`config.mk`:
```
export PLATFORM = sky130hd
export DESIGN_NAME = three_rotor_cipher_stepper_flat
export DESIGN_NICKNAME = d
export VERILOG_FILES = /design/src/hw/rtl/trcs_pkg.sv /design/src/hw/rtl/trcs_channels_if.sv /design/src/hw/rtl/trcs_out_queue.sv /design/src/hw/rtl/three_rotor_cipher_stepper.sv /design/src/flat_wrapper.sv
export SDC_FILE = /design/constraint.sdc
export NUM_CORES = 1
export LEC_CHECK = 0
export ABC_AREA = 1
export BUFFER_PORTS_ARGS = -buffer_cell sky130_fd_sc_hd__buf_2
export CAP_MARGIN = 25
export CORE_MARGIN = 4
export CORE_UTILIZATION = 57
export CTS_CLUSTER_SIZE = 20
export DETAILED_ROUTE_END_ITERATION = 16
export PLACE_DENSITY_LB_ADDON = 0.2
export SKIP_CTS_REPAIR_TIMING = 1
export SYNTH_ARGS = -nofsm -noshare
export SYNTH_HDL_FRONTEND = slang
export SYNTH_SLANG_ARGS = --single-unit
```
`constraint.sdc`:
```
create_clock -name clk -period 22.1 [get_ports clk]
set_input_delay 2.21 -clock clk [delete_from_list [all_inputs] [get_ports clk]]
set_output_delay 2.21 -clock clk [all_outputs]
set_load 0.02 [all_outputs]
```
`src/hw/rtl/trcs_pkg.sv`:
```
// ----------------------------------------------------------------------------
// trcs_pkg
// Types, constants and table functions for the three rotor cipher stepper.
// ----------------------------------------------------------------------------
package trcs_pkg;

	localparam int unsigned CFG_W       = 45;
	localparam int unsigned PLUG_W      = 130;
	localparam int unsigned QUEUE_DEPTH = 4;
	localparam int unsigned QPTR_W      = $clog2(QUEUE_DEPTH);
	localparam int unsigned QCNT_W      = $clog2(QUEUE_DEPTH + 1);

	localparam logic [7:0] ASCII_A     = 8'd65;
	localparam logic [7:0] ASCII_Z     = 8'd90;
	localparam logic [7:0] ASCII_SPACE = 8'd32;
	localparam logic [4:0] LAST_LETTER = 5'd25;
	localparam logic [5:0] LETTERS     = 6'd26;
	localparam logic [2:0] GROUP_END   = 3'd4;
	localparam logic [2:0] ROTOR_V     = 3'd4;

	typedef enum logic [2:0] {
		REG_ROTOR_SELECT    = 3'd0,
		REG_RING_SETTINGS   = 3'd1,
		REG_START_POSITIONS = 3'd2,
		REG_REFLECTOR       = 3'd3,
		REG_GROUP_OUTPUT    = 3'd4,
		REG_PLUG_LOW        = 3'd5,
		REG_PLUG_MID        = 3'd6,
		REG_PLUG_HIGH       = 3'd7
	} trcs_reg_t;

	typedef struct packed {
		logic       ch_valid;
		logic       space_valid;
		logic [7:0] ch;
	} trcs_push_t;

	typedef struct packed {
		logic [7:0] ch;
		logic       last;
	} trcs_beat_t;

	localparam logic [8*26-1:0] WIRING_I   = "EKMFLGDQVZNTOWYHXUSPAIBRCJ";
	localparam logic [8*26-1:0] WIRING_II  = "AJDKSIRUXBLHWTMCQGZNPYFVOE";
	localparam logic [8*26-1:0] WIRING_III = "BDFHJLCPRTXVZNYEIWGAKMUSQO";
	localparam logic [8*26-1:0] WIRING_IV  = "ESOVPZJAYQUIRHXLNFTGKDCMWB";
	localparam logic [8*26-1:0] WIRING_V   = "VZBRGITYUPSDNHLXAWMJQOFECK";
	localparam logic [8*26-1:0] REFLECT_B  = "YRUHQSLDPXNGOKMIEBFZCWVJAT";
	localparam logic [8*26-1:0] REFLECT_C  = "FVPJIAOYEDRZXWGCTKUQSBNMHL";

	// letter x of a string table, first character at the top
	function automatic logic [4:0] tab_letter(logic [8*26-1:0] tab, logic [4:0] x);
		logic [7:0] ch;
		ch = tab[8*(25 - int'(x)) +: 8];
		return 5'(ch - ASCII_A);
	endfunction

	function automatic logic [2:0] rotor_code(logic [2:0] sel);
		return (sel > ROTOR_V) ? ROTOR_V : sel;
	endfunction

	function automatic logic [4:0] notch_of(logic [2:0] code);
		logic [4:0] n;
		unique case (code)
			3'd0:    n = 5'd16;
			3'd1:    n = 5'd4;
			3'd2:    n = 5'd21;
			3'd3:    n = 5'd9;
			default: n = 5'd25;
		endcase
		return n;
	endfunction

	function automatic logic [4:0] mod26(logic [4:0] v);
		return (v >= LETTERS[4:0]) ? 5'(v - LETTERS[4:0]) : v;
	endfunction

	function automatic logic [4:0] inc26(logic [4:0] v);
		return (v == LAST_LETTER) ? 5'd0 : 5'(v + 5'd1);
	endfunction

	function automatic logic [4:0] add26(logic [4:0] a, logic [4:0] b);
		logic [5:0] s;
		s = {1'b0, a} + {1'b0, b};
		return (s >= LETTERS) ? 5'(s - LETTERS) : s[4:0];
	endfunction

	function automatic logic [4:0] sub26(logic [4:0] a, logic [4:0] b);
		logic [5:0] s;
		s = {1'b0, a} + LETTERS - {1'b0, b};
		return (a >= b) ? 5'(a - b) : s[4:0];
	endfunction

	function automatic logic [4:0] rotor_fwd(logic [2:0] code, logic [4:0] x);
		logic [4:0] y;
		unique case (code)
			3'd0:    y = tab_letter(WIRING_I, x);
			3'd1:    y = tab_letter(WIRING_II, x);
			3'd2:    y = tab_letter(WIRING_III, x);
			3'd3:    y = tab_letter(WIRING_IV, x);
			default: y = tab_letter(WIRING_V, x);
		endcase
		return y;
	endfunction

	// inverse wiring, folds into a constant table
	function automatic logic [4:0] rotor_bwd(logic [2:0] code, logic [4:0] x);
		logic [4:0] y;
		y = x;
		for (int i = 0; i < 26; i++) begin
			if (rotor_fwd(code, 5'(i)) == x) begin
				y = 5'(i);
			end
		end
		return y;
	endfunction

	function automatic logic [4:0] reflect(logic choice, logic [4:0] x);
		return choice ? tab_letter(REFLECT_C, x) : tab_letter(REFLECT_B, x);
	endfunction

	// entry holds partner plus one, zero or out of range leaves the letter alone
	function automatic logic [4:0] plug(logic [PLUG_W-1:0] board, logic [4:0] c);
		logic [4:0] e;
		e = board[5*int'(c) +: 5];
		return (e >= 5'd1 && e <= LETTERS[4:0]) ? 5'(e - 5'd1) : c;
	endfunction

	function automatic logic [4:0] rotor_pass(logic [4:0] c, logic [2:0] sel,
			logic [4:0] ring, logic [4:0] pos, logic back);
		logic [2:0] code;
		logic [4:0] shift;
		logic [4:0] x;
		logic [4:0] y;
		code  = rotor_code(sel);
		shift = sub26(pos, mod26(ring));
		x     = add26(c, shift);
		y     = back ? rotor_bwd(code, x) : rotor_fwd(code, x);
		return sub26(y, shift);
	endfunction

endpackage

```
`src/hw/rtl/trcs_channels_if.sv`:
```
// ----------------------------------------------------------------------------
// trcs channels
// Valid/ready channels for input bytes and cipher result beats.
// ----------------------------------------------------------------------------
interface trcs_in_if;
	logic       valid;
	logic       ready;
	logic [7:0] char_in;
	logic       new_message;

	modport source(output valid, output char_in, output new_message, input ready);
	modport sink(input valid, input char_in, input new_message, output ready);
endinterface

interface trcs_out_if;
	logic       valid;
	logic       ready;
	logic [7:0] char_out;
	logic       last;

	modport source(output valid, output char_out, output last, input ready);
	modport sink(input valid, input char_out, input last, output ready);
endinterface

```
`src/hw/rtl/trcs_out_queue.sv`:
```
// ----------------------------------------------------------------------------
// trcs_out_queue
// Small result queue that takes up to two beats a cycle and hands out one while the result side is ready.
// ----------------------------------------------------------------------------
module trcs_out_queue (
	input  logic                clk,
	input  logic                arst_n,
	input  trcs_pkg::trcs_push_t push,
	output logic                room,
	trcs_out_if.source          result
);

	trcs_pkg::trcs_beat_t mem_q [trcs_pkg::QUEUE_DEPTH];
	logic [trcs_pkg::QPTR_W-1:0] wptr_q;
	logic [trcs_pkg::QPTR_W-1:0] rptr_q;
	logic [trcs_pkg::QCNT_W-1:0] count_q;
	logic [trcs_pkg::QPTR_W-1:0] wptr_next;
	logic [trcs_pkg::QCNT_W-1:0] npush;
	logic                        pop;

	assign pop       = (count_q != '0) && result.ready;
	assign wptr_next = trcs_pkg::QPTR_W'(wptr_q + 1'b1);
	assign npush     = trcs_pkg::QCNT_W'(push.ch_valid) + trcs_pkg::QCNT_W'(push.space_valid);
	// space for the two beats one item can leave
	assign room      = count_q <= trcs_pkg::QCNT_W'(trcs_pkg::QUEUE_DEPTH - 2);

	assign result.valid    = count_q != '0;
	assign result.char_out = mem_q[rptr_q].ch;
	assign result.last     = mem_q[rptr_q].last;

	always_ff @(posedge clk or negedge arst_n) begin
		if (!arst_n) begin
			wptr_q  <= '0;
			rptr_q  <= '0;
			count_q <= '0;
		end else begin
			wptr_q  <= trcs_pkg::QPTR_W'(wptr_q + npush);
			rptr_q  <= trcs_pkg::QPTR_W'(rptr_q + pop);
			count_q <= trcs_pkg::QCNT_W'(count_q + npush - trcs_pkg::QCNT_W'(pop));
		end
	end

	always_ff @(posedge clk) begin
		if (push.ch_valid) begin
			mem_q[wptr_q] <= '{ch: push.ch, last: !push.space_valid};
		end
		if (push.space_valid) begin
			mem_q[wptr_next] <= '{ch: trcs_pkg::ASCII_SPACE, last: 1'b1};
		end
	end

endmodule

```
`src/hw/rtl/three_rotor_cipher_stepper.sv`:
```
// ----------------------------------------------------------------------------
// three_rotor_cipher_stepper
// Three rotor cipher with plugboard, B or C reflector and five letter grouping.
// ----------------------------------------------------------------------------
// Takes one byte per clock while input ready is high. Rotor stepping,
// including the double step of the middle rotor, is resolved at the accepting
// edge, so the next byte may follow at once. The letter then runs through two
// register stages (plugboard and forward rotors up to the reflector, then
// inverse rotors and plugboard) into a four beat result queue, which takes
// the letter from stage 2. A grouping space costs one extra output beat, and
// input ready drops while the queue holds more than two beats. Spaces are
// echoed only with grouping off; other bytes give no beat. Configuration may
// only be written while nothing is in flight.
module three_rotor_cipher_stepper (
	input  logic                      clk,
	input  logic                      arst_n,
	input  logic                      cfg_we,
	input  logic [2:0]                cfg_index,
	input  logic [trcs_pkg::CFG_W-1:0] cfg_data,
	trcs_in_if.sink                   char_stream,
	trcs_out_if.source                cipher_stream
);

	// configuration
	logic [8:0]  rotor_select_q;
	logic [14:0] ring_settings_q;
	logic [14:0] start_positions_q;
	logic        reflector_q;
	logic        group_output_q;
	logic [44:0] plug_low_q;
	logic [44:0] plug_mid_q;
	logic [39:0] plug_high_q;
	logic [trcs_pkg::PLUG_W-1:0] board;

	// rotor and group state
	logic [4:0] left_q, mid_q, right_q;
	logic [2:0] group_q;

	logic       advance;
	logic       take;
	logic       is_letter, is_echo, space_after;
	logic [4:0] left_base, mid_base, right_base;
	logic [4:0] left_next, mid_next, right_next;
	logic [2:0] group_base, group_next;
	logic       mid_notch, right_notch;

	// stage 1: entering letter and stepped positions
	logic       valid_s1, letter_s1, echo_s1, space_s1;
	logic [4:0] c_s1, left_s1, mid_s1, right_s1;
	// stage 2: reflected letter
	logic       valid_s2, letter_s2, echo_s2, space_s2;
	logic [4:0] c_s2, left_s2, mid_s2, right_s2;

	logic [4:0] fwd_c;
	logic [4:0] bwd_c;
	trcs_pkg::trcs_push_t push;
	logic       room;

	assign board = {plug_high_q, plug_mid_q, plug_low_q};

	assign advance           = room;
	assign char_stream.ready = advance;
	assign take              = char_stream.valid && advance;

	always_ff @(posedge clk or negedge arst_n) begin
		if (!arst_n) begin
			rotor_select_q    <= 9'd10;
			ring_settings_q   <= '0;
			start_positions_q <= '0;
			reflector_q       <= 1'b0;
			group_output_q    <= 1'b1;
			plug_low_q        <= '0;
			plug_mid_q        <= '0;
			plug_high_q       <= '0;
		end else if (cfg_we) begin
			unique case (trcs_pkg::trcs_reg_t'(cfg_index))
				trcs_pkg::REG_ROTOR_SELECT:    rotor_select_q    <= cfg_data[8:0];
				trcs_pkg::REG_RING_SETTINGS:   ring_settings_q   <= cfg_data[14:0];
				trcs_pkg::REG_START_POSITIONS: start_positions_q <= cfg_data[14:0];
				trcs_pkg::REG_REFLECTOR:       reflector_q       <= cfg_data[0];
				trcs_pkg::REG_GROUP_OUTPUT:    group_output_q    <= cfg_data[0];
				trcs_pkg::REG_PLUG_LOW:        plug_low_q        <= cfg_data[44:0];
				trcs_pkg::REG_PLUG_MID:        plug_mid_q        <= cfg_data[44:0];
				trcs_pkg::REG_PLUG_HIGH:       plug_high_q       <= cfg_data[39:0];
				default: ;
			endcase
		end
	end

	// stepping is settled on the accepting edge
	always_comb begin
		is_letter = (char_stream.char_in >= trcs_pkg::ASCII_A)
			&& (char_stream.char_in <= trcs_pkg::ASCII_Z);
		is_echo   = (char_stream.char_in == trcs_pkg::ASCII_SPACE) && !group_output_q;

		if (char_stream.new_message) begin
			left_base  = trcs_pkg::mod26(start_positions_q[14:10]);
			mid_base   = trcs_pkg::mod26(start_positions_q[9:5]);
			right_base = trcs_pkg::mod26(start_positions_q[4:0]);
			group_base = '0;
		end else begin
			left_base  = left_q;
			mid_base   = mid_q;
			right_base = right_q;
			group_base = group_q;
		end

		mid_notch   = mid_base ==
			trcs_pkg::notch_of(trcs_pkg::rotor_code(rotor_select_q[5:3]));
		right_notch = right_base ==
			trcs_pkg::notch_of(trcs_pkg::rotor_code(rotor_select_q[2:0]));

		left_next   = left_base;
		mid_next    = mid_base;
		right_next  = right_base;
		group_next  = group_base;
		space_after = 1'b0;
		if (is_letter) begin
			// double step: the middle rotor moves on its own notch as well
			if (mid_notch) begin
				left_next = trcs_pkg::inc26(left_base);
			end
			if (mid_notch || right_notch) begin
				mid_next = trcs_pkg::inc26(mid_base);
			end
			right_next  = trcs_pkg::inc26(right_base);
			group_next  = (group_base == trcs_pkg::GROUP_END) ? 3'd0 : 3'(group_base + 3'd1);
			space_after = (group_next == 3'd0) && group_output_q;
		end
	end

	always_ff @(posedge clk or negedge arst_n) begin
		if (!arst_n) begin
			left_q   <= '0;
			mid_q    <= '0;
			right_q  <= '0;
			group_q  <= '0;
			valid_s1 <= 1'b0;
			valid_s2 <= 1'b0;
		end else if (advance) begin
			if (take) begin
				left_q  <= left_next;
				mid_q   <= mid_next;
				right_q <= right_next;
				group_q <= group_next;
			end
			valid_s1 <= take;
			valid_s2 <= valid_s1;
		end
	end

	always_ff @(posedge clk) begin
		if (advance) begin
			letter_s1 <= is_letter;
			echo_s1   <= is_echo;
			space_s1  <= space_after;
			c_s1      <= 5'(char_stream.char_in - trcs_pkg::ASCII_A);
			left_s1   <= left_next;
			mid_s1    <= mid_next;
			right_s1  <= right_next;

			letter_s2 <= letter_s1;
			echo_s2   <= echo_s1;
			space_s2  <= space_s1;
			c_s2      <= fwd_c;
			left_s2   <= left_s1;
			mid_s2    <= mid_s1;
			right_s2  <= right_s1;
		end
	end

	// plugboard, forward rotors, reflector
	always_comb begin
		logic [4:0] c;
		c     = trcs_pkg::plug(board, c_s1);
		c     = trcs_pkg::rotor_pass(c, rotor_select_q[2:0], ring_settings_q[4:0],
			right_s1, 1'b0);
		c     = trcs_pkg::rotor_pass(c, rotor_select_q[5:3], ring_settings_q[9:5],
			mid_s1, 1'b0);
		c     = trcs_pkg::rotor_pass(c, rotor_select_q[8:6], ring_settings_q[14:10],
			left_s1, 1'b0);
		fwd_c = trcs_pkg::reflect(reflector_q, c);
	end

	// inverse rotors and plugboard
	always_comb begin
		logic [4:0] c;
		c     = trcs_pkg::rotor_pass(c_s2, rotor_select_q[8:6], ring_settings_q[14:10],
			left_s2, 1'b1);
		c     = trcs_pkg::rotor_pass(c, rotor_select_q[5:3], ring_settings_q[9:5],
			mid_s2, 1'b1);
		c     = trcs_pkg::rotor_pass(c, rotor_select_q[2:0], ring_settings_q[4:0],
			right_s2, 1'b1);
		bwd_c = trcs_pkg::plug(board, c);
	end

	always_comb begin
		push.ch_valid    = advance && valid_s2 && (letter_s2 || echo_s2);
		push.space_valid = advance && valid_s2 && space_s2;
		push.ch          = letter_s2 ? (trcs_pkg::ASCII_A + 8'(bwd_c)) : trcs_pkg::ASCII_SPACE;
	end

	trcs_out_queue u_queue (
		.clk    (clk),
		.arst_n (arst_n),
		.push   (push),
		.room   (room),
		.result (cipher_stream)
	);

endmodule

```
`src/flat_wrapper.sv`:
```
// flat-port wrapper written by rule: the top's interface ports become plain ports
module three_rotor_cipher_stepper_flat 
  (clk, arst_n, cfg_we, cfg_index, cfg_data, char_stream_valid, char_stream_char_in, char_stream_new_message, char_stream_ready, cipher_stream_valid, cipher_stream_char_out, cipher_stream_last, cipher_stream_ready);
  trcs_in_if char_stream_i ();
  trcs_out_if cipher_stream_i ();
  input  logic clk;
  input  logic arst_n;
  input  logic cfg_we;
  input  logic [2:0] cfg_index;
  input  logic [trcs_pkg::CFG_W-1:0] cfg_data;
  input wire logic [$bits(char_stream_i.valid)-1:0] char_stream_valid;
  input wire logic [$bits(char_stream_i.char_in)-1:0] char_stream_char_in;
  input wire logic [$bits(char_stream_i.new_message)-1:0] char_stream_new_message;
  output wire logic [$bits(char_stream_i.ready)-1:0] char_stream_ready;
  output wire logic [$bits(cipher_stream_i.valid)-1:0] cipher_stream_valid;
  output wire logic [$bits(cipher_stream_i.char_out)-1:0] cipher_stream_char_out;
  output wire logic [$bits(cipher_stream_i.last)-1:0] cipher_stream_last;
  input wire logic [$bits(cipher_stream_i.ready)-1:0] cipher_stream_ready;
  assign char_stream_i.valid = char_stream_valid;
  assign char_stream_i.char_in = char_stream_char_in;
  assign char_stream_i.new_message = char_stream_new_message;
  assign char_stream_ready = char_stream_i.ready;
  assign cipher_stream_valid = cipher_stream_i.valid;
  assign cipher_stream_char_out = cipher_stream_i.char_out;
  assign cipher_stream_last = cipher_stream_i.last;
  assign cipher_stream_i.ready = cipher_stream_ready;
  three_rotor_cipher_stepper u_core (.clk(clk), .arst_n(arst_n), .cfg_we(cfg_we), .cfg_index(cfg_index), .cfg_data(cfg_data), .char_stream(char_stream_i), .cipher_stream(cipher_stream_i));
endmodule
```
# Word level (Yosys, flattened, before mapping)
# Memories as Yosys holds them, arrays and structs flattened.
# Index checks and enable logic that the tools add are counted.
[word_totals]
reg_bits = 244
ramBits = 36
inputBits = 62
wordCells = 525
n_memories = 1
[mem_list]
columns = ["name", "depth", "width", "rd", "rd_clocked_by_memory_dff", "write_ports", "line_no", "text"]
rows = [
  ["u_core.u_queue.mem_q", 4, 9, 1, 0, 2, "trcs_out_queue.sv:13", "trcs_pkg::trcs_beat_t mem_q [trcs_pkg::QUEUE_DEPTH];"],
]
[op_classes]
n_addsub = 89
multipliers = 2
order_cmp = 34
eq_ne = 101
shifts = 19
muxes = 210
reduce_logical = 38
[op_table]
columns = ["op", "count"]
rows = [
  ["indexed part select 208 x 32 -> 5 bit, first input constant", 17],
  ["case mux 5 bit (4 select lines)", 47],
  ["two-way mux 5 bit", 116],
  ["case mux 5 bit (3 select lines)", 24],
  ["equality test 5 bit", 71],
  ["indexed part select 130 x 32 -> 5 bit", 2],
  ["case mux 4 bit (4 select lines)", 12],
  ["subtractor 5 bit", 24],
  ["subtractor 5 x 1 -> 5 bit, second input constant", 20],
  ["adder 5 bit, second input constant", 12],
  ["greater-or-equal comparator 5 bit", 12],
  ["subtractor 5 bit, second input constant", 12],
  ["equality test 4 x 5 -> 1 bit", 9],
  ["adder 5 x 5 -> 6 bit", 6],
  ["greater-or-equal comparator 6 x 5 -> 1 bit, second input constant", 6],
  ["greater-or-equal comparator 5 bit, second input constant", 6],
  ["equality test 3 x 2 -> 1 bit, second input constant", 8],
  ["subtractor 5 x 5 -> 6 bit, first input constant", 4],
  ["two-way mux 3 bit", 6],
  ["AND reduction 2 bit", 9],
  ["OR reduction 2 bit", 9],
  ["multiplier 3 x 5 -> 8 bit, first input constant", 2],
  ["adder 5 x 1 -> 5 bit, second input constant", 3],
  ["equality test 3 bit, second input constant", 5],
  ["other kinds (24)", 51],
]

# Depth between registers and ports, before layout
[depth]
depth_word = 110
ltp_mapped = 162
mapped_depth_nobuf = 159

# Modules after synthesis
# A second synthesis with hierarchy kept.
[unflattened]
cells_unflattened = 4555
hier_area_um2 = 29819.8
[modules_own_cells]
columns = ["mod", "instances", "cells_per_inst", "area_per_inst_um2", "seq_area_each_um2"]
rows = [
  ["three_rotor_cipher_stepper", 1, 4239, 27560.2, 6164.7],
  ["trcs_out_queue", 1, 316, 2259.7, 895.9],
]

# Worst setup path after synthesis
# No wires, ideal clock.
[synth_path]
path_kind = "register to register"
start = "reg u_core.ring_settings_q[1]"
end = "reg u_core.c_s2[4] (data pin)"
setup_ns = 0.262
arrival_ns = 18.411
required_time_ns = 21.838
slack_ns = 3.427
stages_incl_launch_ff = 128
n_path_buf = 8
synth_period_minus_slack_ns = 18.673
path_cell_list = "dfrtp_1 -> inv_1 -> ha_1 -> o22ai_1 -> nand2_1 -> o21ai_0 -> inv_1 -> ha_1 -> nand2_1 -> inv_1 -> a221oi_1 -> nand3_1 -> xor2_1 -> ha_1 -> nand3_1 -> nand3_1 -> xor2_1 -> a21oi_1 -> [92 not listed] -> or2_2 -> nand2_1 -> inv_1 -> clkbuf_1 -> ha_1 -> or2_4 -> nor2_4 -> inv_1 -> nand2_1 -> nor2_1 -> inv_1 -> o21ai_1 -> o22ai_1 -> a21boi_0 -> o21ai_1 -> ha_1 -> nand3_1 -> xor2_1"
[synth_via]
elab_chain_len = 38
elab_cells_between_ends = 76
[synth_lines]
columns = ["item", "line_no", "text"]
rows = [
  ["start: declaration", "three_rotor_cipher_stepper.sv:26", "logic [14:0] ring_settings_q;"],
  ["start signal: assignment", "three_rotor_cipher_stepper.sv:78", "trcs_pkg::REG_RING_SETTINGS: ring_settings_q <= cfg_data[14:0];"],
  ["subtractor 5 bit or greater-or-equal comparator 5 bit (tied branches)", "trcs_pkg.sv:75", "return (v >= LETTERS[4:0]) ? 5'(v - LETTERS[4:0]) : v;"],
  ["two-way mux 5 bit (*)", "trcs_pkg.sv:75", ""],
  ["subtractor 5 bit, or another cell as far along", "trcs_pkg.sv:90", "s = {1'b0, a} + LETTERS - {1'b0, b};"],
  ["two-way mux 5 bit (*)", "trcs_pkg.sv:91", "return (a >= b) ? 5'(a - b) : s[4:0];"],
  ["adder 5 x 5 -> 6 bit", "trcs_pkg.sv:84", "s = {1'b0, a} + {1'b0, b};"],
  ["subtractor 5 bit or greater-or-equal comparator 6 x 5 -> 1 bit (tied branches)", "trcs_pkg.sv:85", "return (s >= LETTERS) ? 5'(s - LETTERS) : s[4:0];"],
  ["two-way mux 5 bit", "trcs_pkg.sv:85", ""],
  ["subtractor 5 x 5 -> 6 bit", "trcs_pkg.sv:54", "ch = tab[8*(25 - int'(x)) +: 8];"],
  ["[23 not listed]", "n/a", ""],
  ["adder 5 bit", "trcs_pkg.sv:90", ""],
  ["subtractor 5 bit", "trcs_pkg.sv:90", ""],
  ["two-way mux 5 bit (*)", "trcs_pkg.sv:91", ""],
  ["subtractor 5 x 5 -> 6 bit (*)", "trcs_pkg.sv:54", ""],
  ["indexed part select 208 x 32 -> 5 bit", "trcs_pkg.sv:54", ""],
  ["subtractor 5 x 1 -> 5 bit", "trcs_pkg.sv:55", "return 5'(ch - ASCII_A);"],
  ["two-way mux 5 bit (*)", "trcs_pkg.sv:119", "return choice ? tab_letter(REFLECT_C, x) : tab_letter(REFLECT_B, x);"],
  ["via u_core.fwd_c[4]", "three_rotor_cipher_stepper.sv:54", "logic [4:0] fwd_c;"],
  ["end signal: assignment", "three_rotor_cipher_stepper.sv:165", "c_s2 <= fwd_c;"],
  ["end: declaration", "three_rotor_cipher_stepper.sv:52", "logic [4:0] c_s2, left_s2, mid_s2, right_s2;"],
]
# The timed path passes the listed nets; every way through them passes the cells marked *.
# A chain may end at the register's enable or synchronous reset.

# Worst setup path in the final report
[layout_path]
start = "reg u_core.c_s1[0]"
end = "reg u_core.c_s2[4] (data pin)"
[layout_via]
elab_chain_len = 39
elab_cells_between_ends = 76
[layout_lines]
columns = ["item", "line_no", "text"]
rows = [
  ["start: declaration", "three_rotor_cipher_stepper.sv:49", "logic [4:0] c_s1, left_s1, mid_s1, right_s1;"],
  ["start signal: assignment", "three_rotor_cipher_stepper.sv:157", "c_s1 <= 5'(char_stream.char_in - trcs_pkg::ASCII_A);"],
  ["multiplier 3 x 5 -> 8 bit", "trcs_pkg.sv:125", "e = board[5*int'(c) +: 5];"],
  ["indexed part select 130 x 32 -> 5 bit", "trcs_pkg.sv:125", ""],
  ["greater-or-equal comparator 5 x 1 -> 1 bit or <= comparator 5 bit (tied branches)", "trcs_pkg.sv:126", "return (e >= 5'd1 && e <= LETTERS[4:0]) ? 5'(e - 5'd1) : c;"],
  ["logical AND 1 bit", "trcs_pkg.sv:126", ""],
  ["two-way mux 5 bit (*)", "trcs_pkg.sv:126", ""],
  ["adder 5 x 5 -> 6 bit (*)", "trcs_pkg.sv:84", ""],
  ["subtractor 5 bit or greater-or-equal comparator 6 x 5 -> 1 bit (tied branches)", "trcs_pkg.sv:85", ""],
  ["two-way mux 5 bit (*)", "trcs_pkg.sv:85", ""],
  ["[24 not listed]", "n/a", ""],
  ["adder 5 bit", "trcs_pkg.sv:90", ""],
  ["subtractor 5 bit", "trcs_pkg.sv:90", ""],
  ["two-way mux 5 bit (*)", "trcs_pkg.sv:91", ""],
  ["subtractor 5 x 5 -> 6 bit (*)", "trcs_pkg.sv:54", ""],
  ["indexed part select 208 x 32 -> 5 bit", "trcs_pkg.sv:54", ""],
  ["subtractor 5 x 1 -> 5 bit", "trcs_pkg.sv:55", ""],
  ["two-way mux 5 bit (*)", "trcs_pkg.sv:119", ""],
  ["via u_core.fwd_c[4]", "three_rotor_cipher_stepper.sv:54", ""],
]
# Marks and branches as above.

==> impl_metrics.ini <==
[status]
status = finished clean

[grt]
grt_pass1_wl_microns = 144000
grt_use_met3 = 0.0276
gr-usage-met2 = 0.529
overflow = 0
antenna_found_initial = 1
grt_max_degree = 91
grtUsageTotal = 0.318
met1_usage = 0.436
grt_pass1_vias = 27500
grt.busiest_layer = met2

[placement]
place_hpwl_microns = 68000
gp_congestion = 1.06
portBuffers = 71

[run]
drv_cap = 0

[logic_synthesis]
synth.area.top_cells = dfrtp_1, nand2_1, ha_1, o21ai_0, inv_1
synthAdderAreaFrac = 0.109
ys_ff_latch = 276
synth_compound_area_frac = 0.203
synth_edf_count = 46
synth_top_family_by_area = simple AND/OR/NAND/NOR gates
synthMuxAreaShare = 0.00378
synthTopCellsByCount = nand2_1, inv_1, o21ai_0
synth_simple_gate_area_frac = 0.271
yosysUniqueCellTypes = 80
synth.most_common_cell = nand2_1
ys_warn_count = 0
synth_largest_area_cell = dfrtp_1
synth_area_per_cell_sq_um = 6.62
synth_xor_area_frac = 0.0641
ys_seq_area_frac = 0.240
postSynthCellCount = 4401
postSynthNetCount = 4694
syn_area_sq_um = 29100
synth_top_area_share = 0.168
ys.flop_type = dfrtp_1
synthArstFlopShare = 0.717

[critical_path]
worst_setup_path_start_kind = flop
crit_fanout = 58
critPathKind = reg -> reg
arrival_ns = 20.58
slowest_stage = o311ai_1
critPathMaxStageDelay_ns = 0.45
cp.required_ns = 22.41
cpMostUsedCell = nand2_1
cp-end-kind = flop

[cells_and_area]
drive_above_1_share = 0.0773
fin_nets = 4693
area_growth_pct = 6.92

[routing]
num_vias = 30200
drt_iter0_markers = 3484
drtAntennaViolNets = 0
drc_errors = 0
wl_per_cell_microns = 17.7
first_pass_iters = 6
wl_microns = 90000
via_per_inst = 5.93

[timing]
whs_ns = 0.431
rsz0062_at_grt = no
fmax_mhz = 49.3
fin_crit_sh = 0.917
drv_slew = 0
fin_crit_ns = 20.27
fin_setup_tns_ns = 0
setup_viol = 0
hold_viol = 0
clock_skew_ns = 0.0285
tightest_slew_ns = 1.05
slew_headroom = 0.296

[clock_network]
clk_path_buf_depth = 3
cts_sinks = 276
clk_transition_reported_paths_ns = 0.07
cts_buffers = 28
cts.htree.levels = 1
cts_root_buffer = clkbuf_16
cts_tree = yes
clock_latency_ns = 0.57

[die]
core_area_sq_um = 50400
die_area_sq_um = 54800
die-width_microns = 234
rows = 82
start_util = 0.578
die_y_microns = 234
ios = 73

[hold_path]
min_path_type = reg -> reg
## path summary, 6_finish.rpt
check                                    from                         to  slack [ns]  cells past startpoint
max in group asynchronous              arst_n          u_core.group_q[0]       19.34                      2
max                            u_core.c_s1[0]             u_core.c_s2[4]        1.83                    125
min                        u_core.right_s1[0]         u_core.right_s2[0]        0.43                      0
min in group asynchronous              arst_n  u_core.u_queue.count_q[0]        1.60                      1
min reg2reg                u_core.right_s1[0]         u_core.right_s2[0]        0.43                      0
max reg2reg                    u_core.c_s1[0]             u_core.c_s2[4]        1.83                    125
## cells in the final DEF (no fill, tap or decap), types with 56 or more instances in the layout
| cell | Yosys | layout |
|---|---|---|
| a21oi_1 | 255 | 254 |
| buf_2 | 22 | 70 |
| buf_4 | 14 | 56 |
| dfrtp_1 | 195 | 195 |
| ha_1 | 195 | 194 |
| inv_1 | 602 | 600 |
| nand2_1 | 947 | 940 |
| nand3_1 | 276 | 276 |
| nand4_1 | 56 | 56 |
| nor2_1 | 370 | 370 |
| nor3_1 | 69 | 68 |
| o211ai_1 | 83 | 83 |
| o21ai_0 | 481 | 477 |
| xor2_1 | 142 | 140 |
## logic make-up after synthesis
| logic type | Yosys count |
|---|---|
| and+or+nand+nor | 1836 |
| AOI/OAI and AO/OA | 1031 |
| buffers and inverters | 812 |
| DFF | 276 |
| adders and majority gates | 231 |
| xor gates and xnor gates | 203 |
| muxes | 11 |
| other | 1 |
## through the flow
| stage | instances | setup WS (ns) | cell area [sq um] | util |
|---|---|---|---|---|
| finish | 5095 | 1.83 | 31100 | 0.618 |
| global route | 5095 | 0.0333 | 31100 | 0.618 |
| CTS | 5088 | 0.905 | 31000 | 0.615 |
| detailed placement | 5036 | 0.964 | 30000 | 0.595 |
| global placement | 5035 | 1.03 | 30000 | 0.595 |
| floorplan | 4401 | 3.43 | 29100 | - |
## routing by layer
metal	routed length, microns	vias to the layer above
li1	-	14600
met1	37500	13800
met2	41400	1576
met3	7300	270
met4	3880	0
met5	0	-
## registers in the layout, summed over array words and instances (netlist names), 5 cells and up
name and cells:
u_core.mid_q 5, u_core.plug_mid_q 45, u_core.mid_s1 5, u_core.c_s1 5, u_core.left_q 5, u_core.left_s2 5
u_core.ring_settings_q 15, u_core.left_s1 5, u_core.plug_low_q 45, u_core.mid_s2 5, u_core.right_s2 5, u_core.u_queue.mem_q 32
u_core.c_s2 5, u_core.right_s1 5, u_core.right_q 5, u_core.start_positions_q 15, u_core.plug_high_q 40, u_core.rotor_select_q 9
## cell type report
class                      count  area [sq um]
antenna                        1          2.50
clock buffer                  37           776
clock inverter                15           211
fill                        4726         19200
inverter                     649          2440
multi-input combinational   3313         19000
sequential                   276          6980
tap                          672           841
timing repair buffer         132           863
## worst max-delay path, delay by kind of cell (launching register included)
family	cells	cell delay, ns
AOI/OAI and AO/OA	38	6.74
and+or+nand+nor	44	4.69
adders and majority gates	15	4.18
buffers and inverters	23	3.00
xor gates and xnor gates	5	0.91
DFF	1	0.42
Power is not shown: default switching activity piles up to over one toggle a cycle in this logic, so the estimate is an artifact.
